`config.mk`:
```
export PLATFORM = sky130hd
export DESIGN_NAME = resp2_command_parser_top
export DESIGN_NICKNAME = d
export VERILOG_FILES = /design/src/sv/rcp_pkg.sv /design/src/sv/resp2_command_parser_top.sv /design/src/sv/rcp_parse_core.sv /design/src/sv/rcp_out_buffer.sv
export VERILOG_INCLUDE_DIRS = /design/src /design/src/sv
export SDC_FILE = /design/constraint.sdc
export NUM_CORES = 1
export LEC_CHECK = 0
export BUFFER_PORTS_ARGS = -buffer_cell sky130_fd_sc_hd__buf_2
export CAP_MARGIN = 40
export CORE_UTILIZATION = 50
export DETAILED_ROUTE_END_ITERATION = 16
export GPL_ROUTABILITY_DRIVEN = 0
export PLACE_DENSITY = 0.68
export SETUP_SLACK_MARGIN = 0.3
export SKIP_CTS_REPAIR_TIMING = 1
export SYNTH_ARGS = -nofsm -noshare
export SYNTH_HDL_FRONTEND = slang
export SYNTH_HIERARCHICAL = 1
export SYNTH_SLANG_ARGS = --single-unit
```
`constraint.sdc`:
```
create_clock -name clock -period 10.5 [get_ports clock]
set_input_delay 2.1 -clock clock [delete_from_list [all_inputs] [get_ports clock]]
set_output_delay 2.1 -clock clock [all_outputs]
set_load 0.01 [all_outputs]
```
`src/sv/resp2_command_parser_top_defines.svh`:
```
// Assertion macros for the RESP2 command parser.
// Included by the modules that carry concurrent checks; no other dependencies.
`ifndef RESP2_COMMAND_PARSER_TOP_DEFINES_SVH
`define RESP2_COMMAND_PARSER_TOP_DEFINES_SVH

`ifndef SYNTHESIS
// same-cycle implication
`define RCP_ASSERT_SAME(label, clk, rst, ante, cons) \
   label: assert property (@(posedge clk) disable iff (rst) (ante) |-> (cons)) \
      else $error("rcp check failed");
// next-cycle implication
`define RCP_ASSERT_NEXT(label, clk, rst, ante, cons) \
   label: assert property (@(posedge clk) disable iff (rst) (ante) |=> (cons)) \
      else $error("rcp check failed");
`else
`define RCP_ASSERT_SAME(label, clk, rst, ante, cons)
`define RCP_ASSERT_NEXT(label, clk, rst, ante, cons)
`endif

`endif

```
`src/sv/rcp_pkg.sv`:
```
// Shared types, codes and constants of the RESP2 command parser.
// No dependencies; used by every module of the block.
package rcp_pkg;

   localparam int RCP_ARG_LIMIT = 1024;
   localparam logic [10:0] RCP_COUNT_CAP = 11'(RCP_ARG_LIMIT < 1024 ? RCP_ARG_LIMIT : 1024);

   localparam int RCP_DEC_W = 63;

   // parser phases
   localparam logic [3:0] PH_STAR     = 4'd0;
   localparam logic [3:0] PH_COUNT    = 4'd1;
   localparam logic [3:0] PH_COUNT_LF = 4'd2;
   localparam logic [3:0] PH_DOLLAR   = 4'd3;
   localparam logic [3:0] PH_LEN      = 4'd4;
   localparam logic [3:0] PH_LEN_LF   = 4'd5;
   localparam logic [3:0] PH_PAYLOAD  = 4'd6;
   localparam logic [3:0] PH_CR       = 4'd7;
   localparam logic [3:0] PH_LF       = 4'd8;
   localparam logic [3:0] PH_ERROR    = 4'd9;

   // result kinds
   localparam logic [2:0] KIND_FRAMING  = 3'd0;
   localparam logic [2:0] KIND_HEADER   = 3'd1;
   localparam logic [2:0] KIND_PAYLOAD  = 3'd2;
   localparam logic [2:0] KIND_COMPLETE = 3'd3;
   localparam logic [2:0] KIND_ERROR    = 3'd4;
   localparam logic [2:0] KIND_IGNORED  = 3'd5;

   // error codes
   localparam logic [3:0] ERR_NOT_STAR    = 4'd0;
   localparam logic [3:0] ERR_BAD_DIGIT   = 4'd1;
   localparam logic [3:0] ERR_OVERFLOW    = 4'd2;
   localparam logic [3:0] ERR_EMPTY       = 4'd3;
   localparam logic [3:0] ERR_MISSING_LF  = 4'd4;
   localparam logic [3:0] ERR_BAD_COUNT   = 4'd5;
   localparam logic [3:0] ERR_NOT_DOLLAR  = 4'd6;
   localparam logic [3:0] ERR_BAD_LENGTH  = 4'd7;
   localparam logic [3:0] ERR_NO_CRLF     = 4'd8;

   // csr register indexes
   localparam logic CSR_MAX_ARGS = 1'b0;
   localparam logic CSR_MAX_LEN  = 1'b1;

   // characters
   localparam logic [7:0] CH_STAR   = 8'h2A;
   localparam logic [7:0] CH_DOLLAR = 8'h24;
   localparam logic [7:0] CH_MINUS  = 8'h2D;
   localparam logic [7:0] CH_CR     = 8'h0D;
   localparam logic [7:0] CH_LF     = 8'h0A;
   localparam logic [7:0] CH_ZERO   = 8'h30;
   localparam logic [7:0] CH_NINE   = 8'h39;

   typedef struct packed {
      logic [2:0]  kind;
      logic [7:0]  payload_byte;
      logic [9:0]  arg_index;
      logic [31:0] arg_length;
      logic        last_in_argument;
      logic [10:0] arg_count;
      logic [31:0] consumed_bytes;
      logic [3:0]  error_code;
   } rcp_result_type;

endpackage

```
`src/sv/resp2_command_parser_top.sv`:
```
// RESP2 command parser, top level: request/response stream ports and csr port.
// Depends on rcp_pkg, rcp_parse_core and rcp_out_buffer.
//
// Takes one request byte per clock and returns exactly one response per byte,
// classifying it as framing, argument header, payload byte, command complete,
// error (with code) or ignored. A request is taken in every cycle as long as
// the two-entry response buffer is not full; the response is registered in the
// buffer before it appears on rsp_. The parse state and decimal accumulator
// update in the same cycle the byte is taken, so the sustained rate is one byte
// per clock, set by the single multiply-by-ten add on the 63-bit accumulator.
// Errors latch until a request with restart set. csr writes are always ready
// and should be made only while the parser is idle. No startup sweep after reset.
module resp2_command_parser_top (
   input  logic          clock,
   input  logic          reset,
   input  logic          req_tvalid,
   output logic          req_tready,
   input  logic [7:0]    req_tdata,   // [7:0] data_byte
   input  logic          req_tuser,   // [0] restart
   output logic          rsp_tvalid,
   input  logic          rsp_tready,
   output logic [103:0]  rsp_tdata,   // payload_byte, arg_index, arg_length, arg_count,
                                      // consumed_bytes, error_code, zero pad
   output logic [2:0]    rsp_tuser,   // [2:0] kind
   output logic          rsp_tlast,   // last_in_argument
   input  logic          csr_valid,
   output logic          csr_ready,
   input  logic          csr_index,
   input  logic [31:0]   csr_data
);

   logic                    req_accept;
   rcp_pkg::rcp_result_type core_result;
   rcp_pkg::rcp_result_type buf_result;

   assign req_accept = req_tvalid && req_tready;
   assign csr_ready  = 1'b1;

   rcp_parse_core u_core (
      .clock     (clock),
      .reset     (reset),
      .accept    (req_accept),
      .data_byte (req_tdata),
      .restart   (req_tuser),
      .csr_valid (csr_valid),
      .csr_index (csr_index),
      .csr_data  (csr_data),
      .result    (core_result)
   );

   rcp_out_buffer u_out (
      .clock      (clock),
      .reset      (reset),
      .push       (req_accept),
      .push_data  (core_result),
      .push_ready (req_tready),
      .rsp_valid  (rsp_tvalid),
      .rsp_ready  (rsp_tready),
      .rsp_data   (buf_result)
   );

   assign rsp_tuser = buf_result.kind;
   assign rsp_tlast = buf_result.last_in_argument;
   assign rsp_tdata = {7'b0,
                       buf_result.error_code,
                       buf_result.consumed_bytes,
                       buf_result.arg_count,
                       buf_result.arg_length,
                       buf_result.arg_index,
                       buf_result.payload_byte};

endmodule

```
`src/sv/rcp_parse_core.sv`:
```
// Parser state, configuration registers and per-byte result logic.
// Depends on rcp_pkg and resp2_command_parser_top_defines.svh.
`include "resp2_command_parser_top_defines.svh"

module rcp_parse_core (
   input  logic                    clock,
   input  logic                    reset,
   input  logic                    accept,
   input  logic [7:0]              data_byte,
   input  logic                    restart,
   input  logic                    csr_valid,
   input  logic                    csr_index,
   input  logic [31:0]             csr_data,
   output rcp_pkg::rcp_result_type result
);

   logic [3:0]  phase_ff, phase_in;
   logic [62:0] dec_ff, dec_in;
   logic        minus_ff, minus_in;
   logic        digit_ff, digit_in;
   logic [10:0] args_exp_ff, args_exp_in;
   logic [9:0]  arg_pos_ff, arg_pos_in;
   logic [31:0] left_ff, left_in;
   logic [31:0] cur_len_ff, cur_len_in;
   logic [31:0] cmd_ff, cmd_in;
   logic [10:0] max_args_ff;
   logic [31:0] max_len_ff;

   // decimal digit datapath
   logic        is_digit;
   logic [3:0]  digit;
   logic [66:0] dec_wide;
   logic [66:0] mac;
   logic        ovf;
   logic        num_cr;
   logic        num_minus;
   logic        num_err;
   logic [3:0]  num_code;
   logic [10:0] count_limit;
   logic        bad_count;
   logic        bad_len;
   logic [31:0] cmd_inc;
   logic        last_arg;

   assign is_digit  = (data_byte >= rcp_pkg::CH_ZERO) && (data_byte <= rcp_pkg::CH_NINE);
   assign digit     = 4'(data_byte - rcp_pkg::CH_ZERO);
   assign dec_wide  = {4'b0, dec_ff};
   assign mac       = (dec_wide << 3) + (dec_wide << 1) + {63'b0, digit};
   assign ovf       = (mac[66:63] != 4'b0);
   assign num_cr    = (data_byte == rcp_pkg::CH_CR);
   assign num_minus = (data_byte == rcp_pkg::CH_MINUS) && !minus_ff && !digit_ff;
   assign num_err   = num_cr ? !digit_ff : (!num_minus && (!is_digit || ovf));
   assign num_code  = num_cr ? rcp_pkg::ERR_EMPTY :
                      (!is_digit ? rcp_pkg::ERR_BAD_DIGIT : rcp_pkg::ERR_OVERFLOW);

   assign count_limit = (max_args_ff > rcp_pkg::RCP_COUNT_CAP) ? rcp_pkg::RCP_COUNT_CAP
                                                              : max_args_ff;
   assign bad_count = (dec_ff == 63'b0) || minus_ff || (dec_ff[62:11] != 52'b0) ||
                      (dec_ff[10:0] > count_limit);
   assign bad_len   = (minus_ff && (dec_ff != 63'b0)) || (dec_ff[62:32] != 31'b0) ||
                      (dec_ff[31:0] > max_len_ff);
   assign cmd_inc   = (cmd_ff == 32'hFFFF_FFFF) ? cmd_ff : cmd_ff + 32'd1;
   assign last_arg  = ({1'b0, arg_pos_ff} + 11'd1) >= args_exp_ff;

   always_comb begin
      phase_in    = phase_ff;
      dec_in      = dec_ff;
      minus_in    = minus_ff;
      digit_in    = digit_ff;
      args_exp_in = args_exp_ff;
      arg_pos_in  = arg_pos_ff;
      left_in     = left_ff;
      cur_len_in  = cur_len_ff;
      cmd_in      = cmd_ff;
      result      = '0;
      result.kind = rcp_pkg::KIND_IGNORED;

      if (accept) begin
         if (restart) begin
            phase_in    = rcp_pkg::PH_STAR;
            dec_in      = '0;
            minus_in    = 1'b0;
            digit_in    = 1'b0;
            args_exp_in = '0;
            arg_pos_in  = '0;
            left_in     = '0;
            cur_len_in  = '0;
            cmd_in      = '0;
         end else if (phase_ff >= rcp_pkg::PH_ERROR) begin
            phase_in = rcp_pkg::PH_ERROR;
         end else begin
            cmd_in      = cmd_inc;
            result.kind = rcp_pkg::KIND_FRAMING;
            unique case (phase_ff)
               rcp_pkg::PH_STAR: begin
                  if (data_byte != rcp_pkg::CH_STAR) begin
                     phase_in          = rcp_pkg::PH_ERROR;
                     result.kind       = rcp_pkg::KIND_ERROR;
                     result.error_code = rcp_pkg::ERR_NOT_STAR;
                  end else begin
                     dec_in   = '0;
                     minus_in = 1'b0;
                     digit_in = 1'b0;
                     phase_in = rcp_pkg::PH_COUNT;
                  end
               end
               rcp_pkg::PH_COUNT, rcp_pkg::PH_LEN: begin
                  if (num_err) begin
                     phase_in          = rcp_pkg::PH_ERROR;
                     result.kind       = rcp_pkg::KIND_ERROR;
                     result.error_code = num_code;
                  end else if (num_cr) begin
                     phase_in = (phase_ff == rcp_pkg::PH_COUNT) ? rcp_pkg::PH_COUNT_LF
                                                                 : rcp_pkg::PH_LEN_LF;
                  end else if (num_minus) begin
                     minus_in = 1'b1;
                  end else begin
                     dec_in   = mac[62:0];
                     digit_in = 1'b1;
                  end
               end
               rcp_pkg::PH_COUNT_LF: begin
                  if (data_byte != rcp_pkg::CH_LF || bad_count) begin
                     phase_in          = rcp_pkg::PH_ERROR;
                     result.kind       = rcp_pkg::KIND_ERROR;
                     result.error_code = (data_byte != rcp_pkg::CH_LF) ?
                                         rcp_pkg::ERR_MISSING_LF : rcp_pkg::ERR_BAD_COUNT;
                  end else begin
                     args_exp_in = dec_ff[10:0];
                     arg_pos_in  = '0;
                     phase_in    = rcp_pkg::PH_DOLLAR;
                  end
               end
               rcp_pkg::PH_DOLLAR: begin
                  if (data_byte != rcp_pkg::CH_DOLLAR) begin
                     phase_in          = rcp_pkg::PH_ERROR;
                     result.kind       = rcp_pkg::KIND_ERROR;
                     result.error_code = rcp_pkg::ERR_NOT_DOLLAR;
                  end else begin
                     dec_in   = '0;
                     minus_in = 1'b0;
                     digit_in = 1'b0;
                     phase_in = rcp_pkg::PH_LEN;
                  end
               end
               rcp_pkg::PH_LEN_LF: begin
                  if (data_byte != rcp_pkg::CH_LF || bad_len) begin
                     phase_in          = rcp_pkg::PH_ERROR;
                     result.kind       = rcp_pkg::KIND_ERROR;
                     result.error_code = (data_byte != rcp_pkg::CH_LF) ?
                                         rcp_pkg::ERR_MISSING_LF : rcp_pkg::ERR_BAD_LENGTH;
                  end else begin
                     cur_len_in        = dec_ff[31:0];
                     left_in           = dec_ff[31:0];
                     phase_in          = (dec_ff[31:0] != 32'b0) ? rcp_pkg::PH_PAYLOAD
                                                                 : rcp_pkg::PH_CR;
                     result.kind       = rcp_pkg::KIND_HEADER;
                     result.arg_index  = arg_pos_ff;
                     result.arg_length = dec_ff[31:0];
                  end
               end
               rcp_pkg::PH_PAYLOAD: begin
                  result.kind         = rcp_pkg::KIND_PAYLOAD;
                  result.payload_byte = data_byte;
                  result.arg_index    = arg_pos_ff;
                  result.arg_length   = cur_len_ff;
                  if (left_ff <= 32'd1) begin
                     result.last_in_argument = 1'b1;
                     left_in  = '0;
                     phase_in = rcp_pkg::PH_CR;
                  end else begin
                     left_in = left_ff - 32'd1;
                  end
               end
               rcp_pkg::PH_CR: begin
                  if (data_byte != rcp_pkg::CH_CR) begin
                     phase_in          = rcp_pkg::PH_ERROR;
                     result.kind       = rcp_pkg::KIND_ERROR;
                     result.error_code = rcp_pkg::ERR_NO_CRLF;
                  end else begin
                     phase_in = rcp_pkg::PH_LF;
                  end
               end
               default: begin
                  // trailing LF of an argument
                  if (data_byte != rcp_pkg::CH_LF) begin
                     phase_in          = rcp_pkg::PH_ERROR;
                     result.kind       = rcp_pkg::KIND_ERROR;
                     result.error_code = rcp_pkg::ERR_NO_CRLF;
                  end else if (last_arg) begin
                     result.kind           = rcp_pkg::KIND_COMPLETE;
                     result.arg_count      = args_exp_ff;
                     result.consumed_bytes = cmd_inc;
                     phase_in    = rcp_pkg::PH_STAR;
                     dec_in      = '0;
                     minus_in    = 1'b0;
                     digit_in    = 1'b0;
                     args_exp_in = '0;
                     arg_pos_in  = '0;
                     left_in     = '0;
                     cur_len_in  = '0;
                     cmd_in      = '0;
                  end else begin
                     arg_pos_in = arg_pos_ff + 10'd1;
                     phase_in   = rcp_pkg::PH_DOLLAR;
                  end
               end
            endcase
         end
      end
   end

   always_ff @(posedge clock) begin
      if (reset) begin
         phase_ff    <= rcp_pkg::PH_STAR;
         dec_ff      <= '0;
         minus_ff    <= 1'b0;
         digit_ff    <= 1'b0;
         args_exp_ff <= '0;
         arg_pos_ff  <= '0;
         left_ff     <= '0;
         cur_len_ff  <= '0;
         cmd_ff      <= '0;
      end else begin
         phase_ff    <= phase_in;
         dec_ff      <= dec_in;
         minus_ff    <= minus_in;
         digit_ff    <= digit_in;
         args_exp_ff <= args_exp_in;
         arg_pos_ff  <= arg_pos_in;
         left_ff     <= left_in;
         cur_len_ff  <= cur_len_in;
         cmd_ff      <= cmd_in;
      end
   end

   always_ff @(posedge clock) begin
      if (reset) begin
         max_args_ff <= 11'd64;
         max_len_ff  <= 32'd1048576;
      end else if (csr_valid) begin
         if (csr_index == rcp_pkg::CSR_MAX_ARGS) begin
            max_args_ff <= csr_data[10:0];
         end else begin
            max_len_ff <= csr_data;
         end
      end
   end

   `RCP_ASSERT_NEXT(a_error_latches, clock, reset,
      accept && !restart && (phase_ff == rcp_pkg::PH_ERROR), phase_ff == rcp_pkg::PH_ERROR)
   `RCP_ASSERT_NEXT(a_restart_clears, clock, reset,
      accept && restart, (phase_ff == rcp_pkg::PH_STAR) && (cmd_ff == 32'b0))
   `RCP_ASSERT_SAME(a_arg_in_range, clock, reset,
      phase_ff == rcp_pkg::PH_PAYLOAD, {1'b0, arg_pos_ff} < args_exp_ff)

endmodule

```
`src/sv/rcp_out_buffer.sv`:
```
// Two-entry result buffer: output register plus skid register.
// Depends on rcp_pkg and resp2_command_parser_top_defines.svh.
`include "resp2_command_parser_top_defines.svh"

module rcp_out_buffer (
   input  logic                    clock,
   input  logic                    reset,
   input  logic                    push,
   input  rcp_pkg::rcp_result_type push_data,
   output logic                    push_ready,
   output logic                    rsp_valid,
   input  logic                    rsp_ready,
   output rcp_pkg::rcp_result_type rsp_data
);

   logic                    out_valid_ff, out_valid_in;
   logic                    skid_valid_ff, skid_valid_in;
   rcp_pkg::rcp_result_type out_data_ff, out_data_in;
   rcp_pkg::rcp_result_type skid_data_ff, skid_data_in;
   logic                    slot_free;

   assign slot_free  = !out_valid_ff || rsp_ready;
   assign push_ready = !skid_valid_ff;
   assign rsp_valid  = out_valid_ff;
   assign rsp_data   = out_data_ff;

   always_comb begin
      out_valid_in  = out_valid_ff;
      skid_valid_in = skid_valid_ff;
      out_data_in   = out_data_ff;
      skid_data_in  = skid_data_ff;
      if (slot_free) begin
         // skid entry goes first; no push can arrive while it is full
         out_valid_in  = skid_valid_ff || push;
         out_data_in   = skid_valid_ff ? skid_data_ff : push_data;
         skid_valid_in = 1'b0;
      end else if (push) begin
         skid_valid_in = 1'b1;
         skid_data_in  = push_data;
      end
   end

   always_ff @(posedge clock) begin
      if (reset) begin
         out_valid_ff  <= 1'b0;
         skid_valid_ff <= 1'b0;
      end else begin
         out_valid_ff  <= out_valid_in;
         skid_valid_ff <= skid_valid_in;
      end
   end

   always_ff @(posedge clock) begin
      out_data_ff  <= out_data_in;
      skid_data_ff <= skid_data_in;
   end

   `RCP_ASSERT_SAME(a_skid_behind_out, clock, reset, skid_valid_ff, out_valid_ff)
   `RCP_ASSERT_NEXT(a_stall_fills_skid, clock, reset,
      push && out_valid_ff && !rsp_ready, skid_valid_ff && out_valid_ff)

endmodule

```
==> results.py, run 1 <==
metrics = {
    "yosys": {
        "synth_area_leaders": "edfxtp_1, dfxtp_1, ha_1",
        "synth.most_common_cell": "nand2_1",
        "synth_cells": 2586,
        "ys.flop_type": "dfxtp_1",
        "synth_seq_area_share_pct": 43.4,
        "yosysWarnings": 6,
        "ys_async_sr_fraction_pct": 0,
        "ys_ff_latch": 433,
        "synth_cell_type_count": 89,
        "syn_avg_cell_area_um2": 9.52,
        "synth_edf_count": 202,
        "post-synth-top-area-cell": "edfxtp_1",
        "synth_common_cells": "nand2_1, a21oi_1, dfxtp_1",
        "synth_top_area_share_pct": 24.6,
        "netlist_area_um2": 24600,
    },
    "global_routing": {
        "first_global_vias": 19600,
        "grt.total_usage_pct": 25.0,
        "top_usage_layer": "met2",
        "grt_pass1_wl_um": 102000,
        "grt_overflow": 0,
        "use_met1_pct": 31.6,
        "grtUsageMet3_pct": 3.63,
        "gr-usage-met2_pct": 42.9,
        "grt_max_degree": 65,
        "antenna_found_initial": 0,
    },
    "cells_and_area": {
        "syn2layout_area_growth_pct": 12.5,
        "multi_input_area_um2": 13000,
        "fill_cells": 4195,
        "regArea_um2": 10700,
        "antenna_cells": 0,
        "layout-drive-gt1-share_pct": 14.8,
        "finalNonFillerCells": 3372,
        "layout.nets": 2909,
    },
    "power": {
        "powerDensity_nw_per_um2": 144,
        "p_leak_nw": 11.3,
        "vdd_ir_drop_max_mv": 0.111,
    },
    "sta": {
        "slew_headroom_pct": 40.2,
        "min_period_ps": 6290,
        "period_share_pct": 60.0,
        "setup_tns_ps": 0,
        "fmax_ghz": 0.159,
        "final-setup-viol-count": 0,
        "hold_viol_final": 0,
        "rsz0062_at_grt": "no",
        "final_max_slew_viol_count": 0,
        "fin_skew_ps": 17.7,
        "tightest_slew_ps": 897,
    },
    "setup_path": {
        "reg2reg_depth": 16,
        "rr_endpoint": "u_core/dec_ff[34]",
        "crit_path_start_kind": "primary input",
        "required_ps": 11020,
        "crit_type": "primary input to flop",
        "worstPathMaxFanout": 36,
        "rr_startpoint": "u_core/dec_ff[0]",
        "crit_arrival_ps": 6810,
        "reg2reg_slack_ps": 4980,
        "worstSetupEndpointType": "flop",
    },
    "routing": {
        "drt_iter0_drc": 1476,
        "viasPerCell": 5.99,
        "detail_route.wl_per_cell_um": 18.8,
        "drt_wl_total_um": 63300,
        "route.detailed.drc": 0,
        "ant_nets": 0,
        "vias": 20200,
        "dr.pass1.iters": 6,
    },
    "worst_hold_path": {
        "hold_path_end": "u_core/max_args_ff[0]",
        "hp-class": "flop to flop",
        "hp-start": "u_core/max_args_ff[0]",
        "min_path_cells": 2,
    },
    "cts": {
        "cts_tree": "yes",
        "clockBufferDepth": 3,
        "cts_made_buffers": 47,
        "clk_latency_ps": 590,
        "cts-root-buf": "clkbuf_16",
        "clock-sinks": 433,
        "clkTransAtPathRegs_ps": 60,
        "cts.htree.levels": 2,
    },
    "floorplan": {
        "row_count": 80,
        "core-area_um2": 48100,
        "ios": 158,
        "die_area_um2": 50100,
        "die_y_um": 224,
        "dieWidth_um": 224,
        "initial_utilization_pct": 51.2,
    },
    "outcome": {
        "outcome": "finished clean",
    },
    "placed_design": {
        "dpl.cell_count": 3284,
        "portBuffers": 149,
        "hpwlAfterDp_um": 44300,
    },
    "flow_run": {
        "maxCapViolCount": 0,
    },
}
[cells in the final DEF (no fill, tap or decap), drive strengths merged, types with 10 or more instances in the layout]
master | netlist | layout
a211oi | 21 | 21
a21o | 48 | 48
a21oi | 247 | 247
a221oi | 10 | 10
a22o | 75 | 75
a22oi | 34 | 34
a31oi | 13 | 13
and2 | 28 | 28
and3 | 32 | 32
buf | 53 | 180
bufinv | 0 | 14
clkbuf | 91 | 59
clkinv | 2 | 15
dfxtp | 231 | 231
edfxtp | 202 | 202
ha | 183 | 183
inv | 79 | 81
mux2 | 101 | 101
nand2 | 267 | 267
nand2b | 22 | 22
nand3 | 84 | 84
nand4 | 37 | 37
nor2 | 221 | 221
nor2b | 16 | 16
nor3 | 65 | 65
nor4 | 40 | 40
o211ai | 13 | 13
o21a | 12 | 12
o21ai | 106 | 106
o21bai | 11 | 11
or3 | 10 | 10
xnor2 | 54 | 54
xor2 | 52 | 52
[critical path: stages]
cell,delay [ps]
buf_2,130
inv_2,60
fa_1,600
inv_1,60
ha_1,300
a211oi_1,310
o211ai_1,230
a311oi_1,330
nand2_1,110
a32oi_1,270
a21oi_1,130
xnor2_1,170
or4_1,700
nor3_4,450
buf_8,240
buf_4,390
a22o_1,200
[cell type report]
type | instances | share of cell area [%]
clock buffers | 59 | 4.70
well taps | 656 | 2.96
repair buffers | 180 | 3.88
clock inverters | 29 | 1.86
inverters | 81 | 1.10
multi-input cells | 1934 | 46.9
flip-flops and latches | 433 | 38.6
[worst max path at each step]
stage,start,end,cells after the start
3_5_place_dp,req_tdata[3],u_core/dec_ff[39],17
3_3_place_gp,req_tdata[3],u_core/dec_ff[18],16
5_1_grt,req_tdata[3],u_core/dec_ff[25],17
6_report,req_tdata[3],u_core/dec_ff[34],17
4_1_cts,req_tdata[3],u_core/dec_ff[35],17
2_1_floorplan,rsp_tready,u_out/skid_data_ff[0],2
[per-stage QoR]
stage	utilization, %	power, W	worst slack (ps)	hold WS (ps)	area [µm²]
floorplan	-	0.00201	943	432	24700
global placement	53.5	0.00208	3360	441	25700
detailed placement	53.8	0.00209	3660	444	25900
finish	57.6	0.00398	4210	452	27700
CTS	57.6	0.00402	4230	453	27700
global route	57.6	0.00411	3870	471	27700
[flip-flops by register name (all words and copies together), names as in the netlist]
register             count
u_core/arg_pos_ff       10
u_core/args_exp_ff      11
u_core/cmd_ff           32
u_core/cur_len_ff       32
u_core/dec_ff           63
u_core/digit_ff          1
u_core/left_ff          32
u_core/max_args_ff      11
u_core/max_len_ff       32
u_core/minus_ff          1
u_core/phase_ff          4
u_out/rsp_data         101
u_out/rsp_valid          1
u_out/skid_data_ff     101
u_out/skid_valid_ff      1
[report_power, final]
group	leakage [nW]	internal [W]	total, W	switching [W]
sequential	3.83	0.00181	0.00183	0.0000196
clock	0.894	0.00123	0.00193	0.000701
combinational	6.53	0.0000767	0.000229	0.000152
total	11.3	0.00311	0.00398	0.000873
[logic make-up (layout without fill, tap and decap cells)]
group	Yosys count	in the layout	synth area share, %
adder cells (fa/ha/maj)	185	185	9.46
multiplexers	103	103	4.70
other	2	8	0.0305
AO/OA/AOI/OAI	671	671	17.9
AND/OR/NAND/NOR	861	861	16.6
flip-flops	433	433	43.4
buffers and inverters	225	349	4.10
XOR/XNOR	106	106	3.77
[layer usage]
layer | share of wire [%] | wire (µm)
met5 | 0 | 0
met4 | 3.3 | 2070
met3 | 5.3 | 3350
met2 | 48 | 30700
met1 | 43 | 27200
(Power assumes the default switching activity.)
==> inputs of run 2 (changes only) <==
clock period = 6.21 ns   (was 10.5 ns; I/O delays follow)
==> run 2 against run 1 <==
- utilization shrank 0.35 points
- sequential share of layout area up 0.23 points
- largest cell class unchanged
- final area fell by 0.61%
- count of clock-buffer cells in the layout is 2 lower
- largest power group is now sequential cells
- combinational power grew 67%
==> results.py, run 2 (synthesized netlist as in run 1, its figures left out) <==
metrics = {
    "cells_and_area": {
        "fill_cells": 4203,
        "layout_commonest_cell": "nand2_1",
        "layout-drive-gt1-share_pct": 14.7,
        "layout_common_cells": "nand2_1, a21oi_1, dfxtp_1",
        "antenna_cells": 0,
        "syn2layout_area_growth_pct": 11.8,
        "layout.nets": 2910,
        "multi_input_area_um2": 13000,
        "regArea_um2": 10700,
    },
    "cts": {
        "clk_latency_ps": 590,
        "clkTransAtPathRegs_ps": 60,
        "clock-sinks": 433,
        "cts_made_buffers": 46,
        "cts.htree.levels": 2,
        "clockBufferDepth": 3,
        "cts_tree": "yes",
        "cts-root-buf": "clkbuf_16",
    },
    "global_routing": {
        "first_global_vias": 19600,
        "grt_overflow": 0,
        "grt.total_usage_pct": 24.7,
        "grt_pass1_wl_um": 101000,
        "grt_max_degree": 67,
        "antenna_found_initial": 0,
    },
    "power": {
        "finalPower_w": 0.00653,
        "p_leak_nw": 11.2,
        "powerDensity_nw_per_um2": 237,
        "vdd_ir_drop_max_mv": 0.219,
    },
    "worst_hold_path": {
        "hp-class": "flop to flop",
    },
    "routing": {
        "detail_route.wl_per_cell_um": 18.6,
        "drt_wl_total_um": 62800,
        "vias": 20100,
        "viasPerCell": 5.95,
        "route.detailed.drc": 0,
        "drt_iter0_drc": 1496,
        "dr.pass1.iters": 6,
        "ant_nets": 0,
    },
    "setup_path": {
        "reg2reg_slack_ps": 1200,
        "worstSetupEndpointType": "flop",
        "worstPathMaxFanout": 63,
        "crit_path_start_kind": "primary input",
        "required_ps": 6740,
        "crit_type": "primary input to flop",
        "crit_arrival_ps": 5830,
    },
    "floorplan": {
        "row_count": 80,
        "dieWidth_um": 224,
        "die_y_um": 224,
        "initial_utilization_pct": 51.2,
        "die_area_um2": 50100,
        "ios": 158,
        "core-area_um2": 48100,
    },
    "sta": {
        "slew_headroom_pct": 39.7,
        "rsz0062_at_grt": "no",
        "final_max_slew_viol_count": 0,
        "tightest_slew_ps": 904,
        "fmax_ghz": 0.189,
        "fin_skew_ps": 31.7,
        "period_share_pct": 85.2,
        "min_period_ps": 5290,
        "hold_viol_final": 0,
        "hold_ws_ps": 456,
        "setup_tns_ps": 0,
        "final-setup-viol-count": 0,
    },
    "placed_design": {
        "hpwlAfterDp_um": 43800,
        "portBuffers": 149,
    },
    "outcome": {
        "outcome": "finished clean",
    },
    "flow_run": {
        "maxCapViolCount": 0,
    },
}
run 2: worst max-delay path: stages:
cell and delay (ps):
buf_2 120, inv_2 60, fa_1 520, fa_1 480, nand2b_1 180, a21o_1 210, a22o_1 270, o31ai_4 360
a211oi_2 170, or2_2 350, o41ai_2 370, or4_1 360, a21oi_2 120, nor2_4 110, buf_4 590, a22o_1 260
run 2: final timing paths:
path                    startpoint                     to  depth (start not counted)
max                   req_tdata[3]      u_core/dec_ff[38]                         16
min          u_core/max_len_ff[18]  u_core/max_len_ff[18]                          2
max reg2reg       u_core/dec_ff[0]      u_core/dec_ff[38]                         15
min reg2reg  u_core/max_len_ff[18]  u_core/max_len_ff[18]                          2
run 2: power by group:
group          leakage (nW)  switching [W]  total (W)  internal [W]
clock network         0.806        0.00118    0.00306       0.00188
logic                  6.53       0.000255   0.000383      0.000128
registers              3.83      0.0000330    0.00309       0.00305
run 2: metal layers:
layer  share of wire, %  vias to the layer above  track usage, %
met4                2.9                        0            8.37
met2                 48                      633            42.2
met1                 43                     9599            32.0
li1                   -                     9708               -
met3                5.4                      133            3.54
met5                  0                        -               0
run 2: area by class of cell:
class	instances	area share (%)
clock buffers	57	4.48
clock inverters	29	1.64
inverters	81	1.10
multi-input cells	1934	47.2
flip-flops and latches	433	38.8
well taps	656	2.98
repair buffers	182	3.79
run 2: metrics by stage:
step	utilization (%)	area [µm²]	setup WS [ps]	cells
6_report	57.2	27500	917	3372
5_1_grt	57.2	27500	680	3372
4_1_cts	57.2	27500	961	3372
3_5_place_dp	53.7	25900	358	3286
3_3_place_gp	53.6	25800	511	3283
2_1_floorplan	-	24700	1020	2592
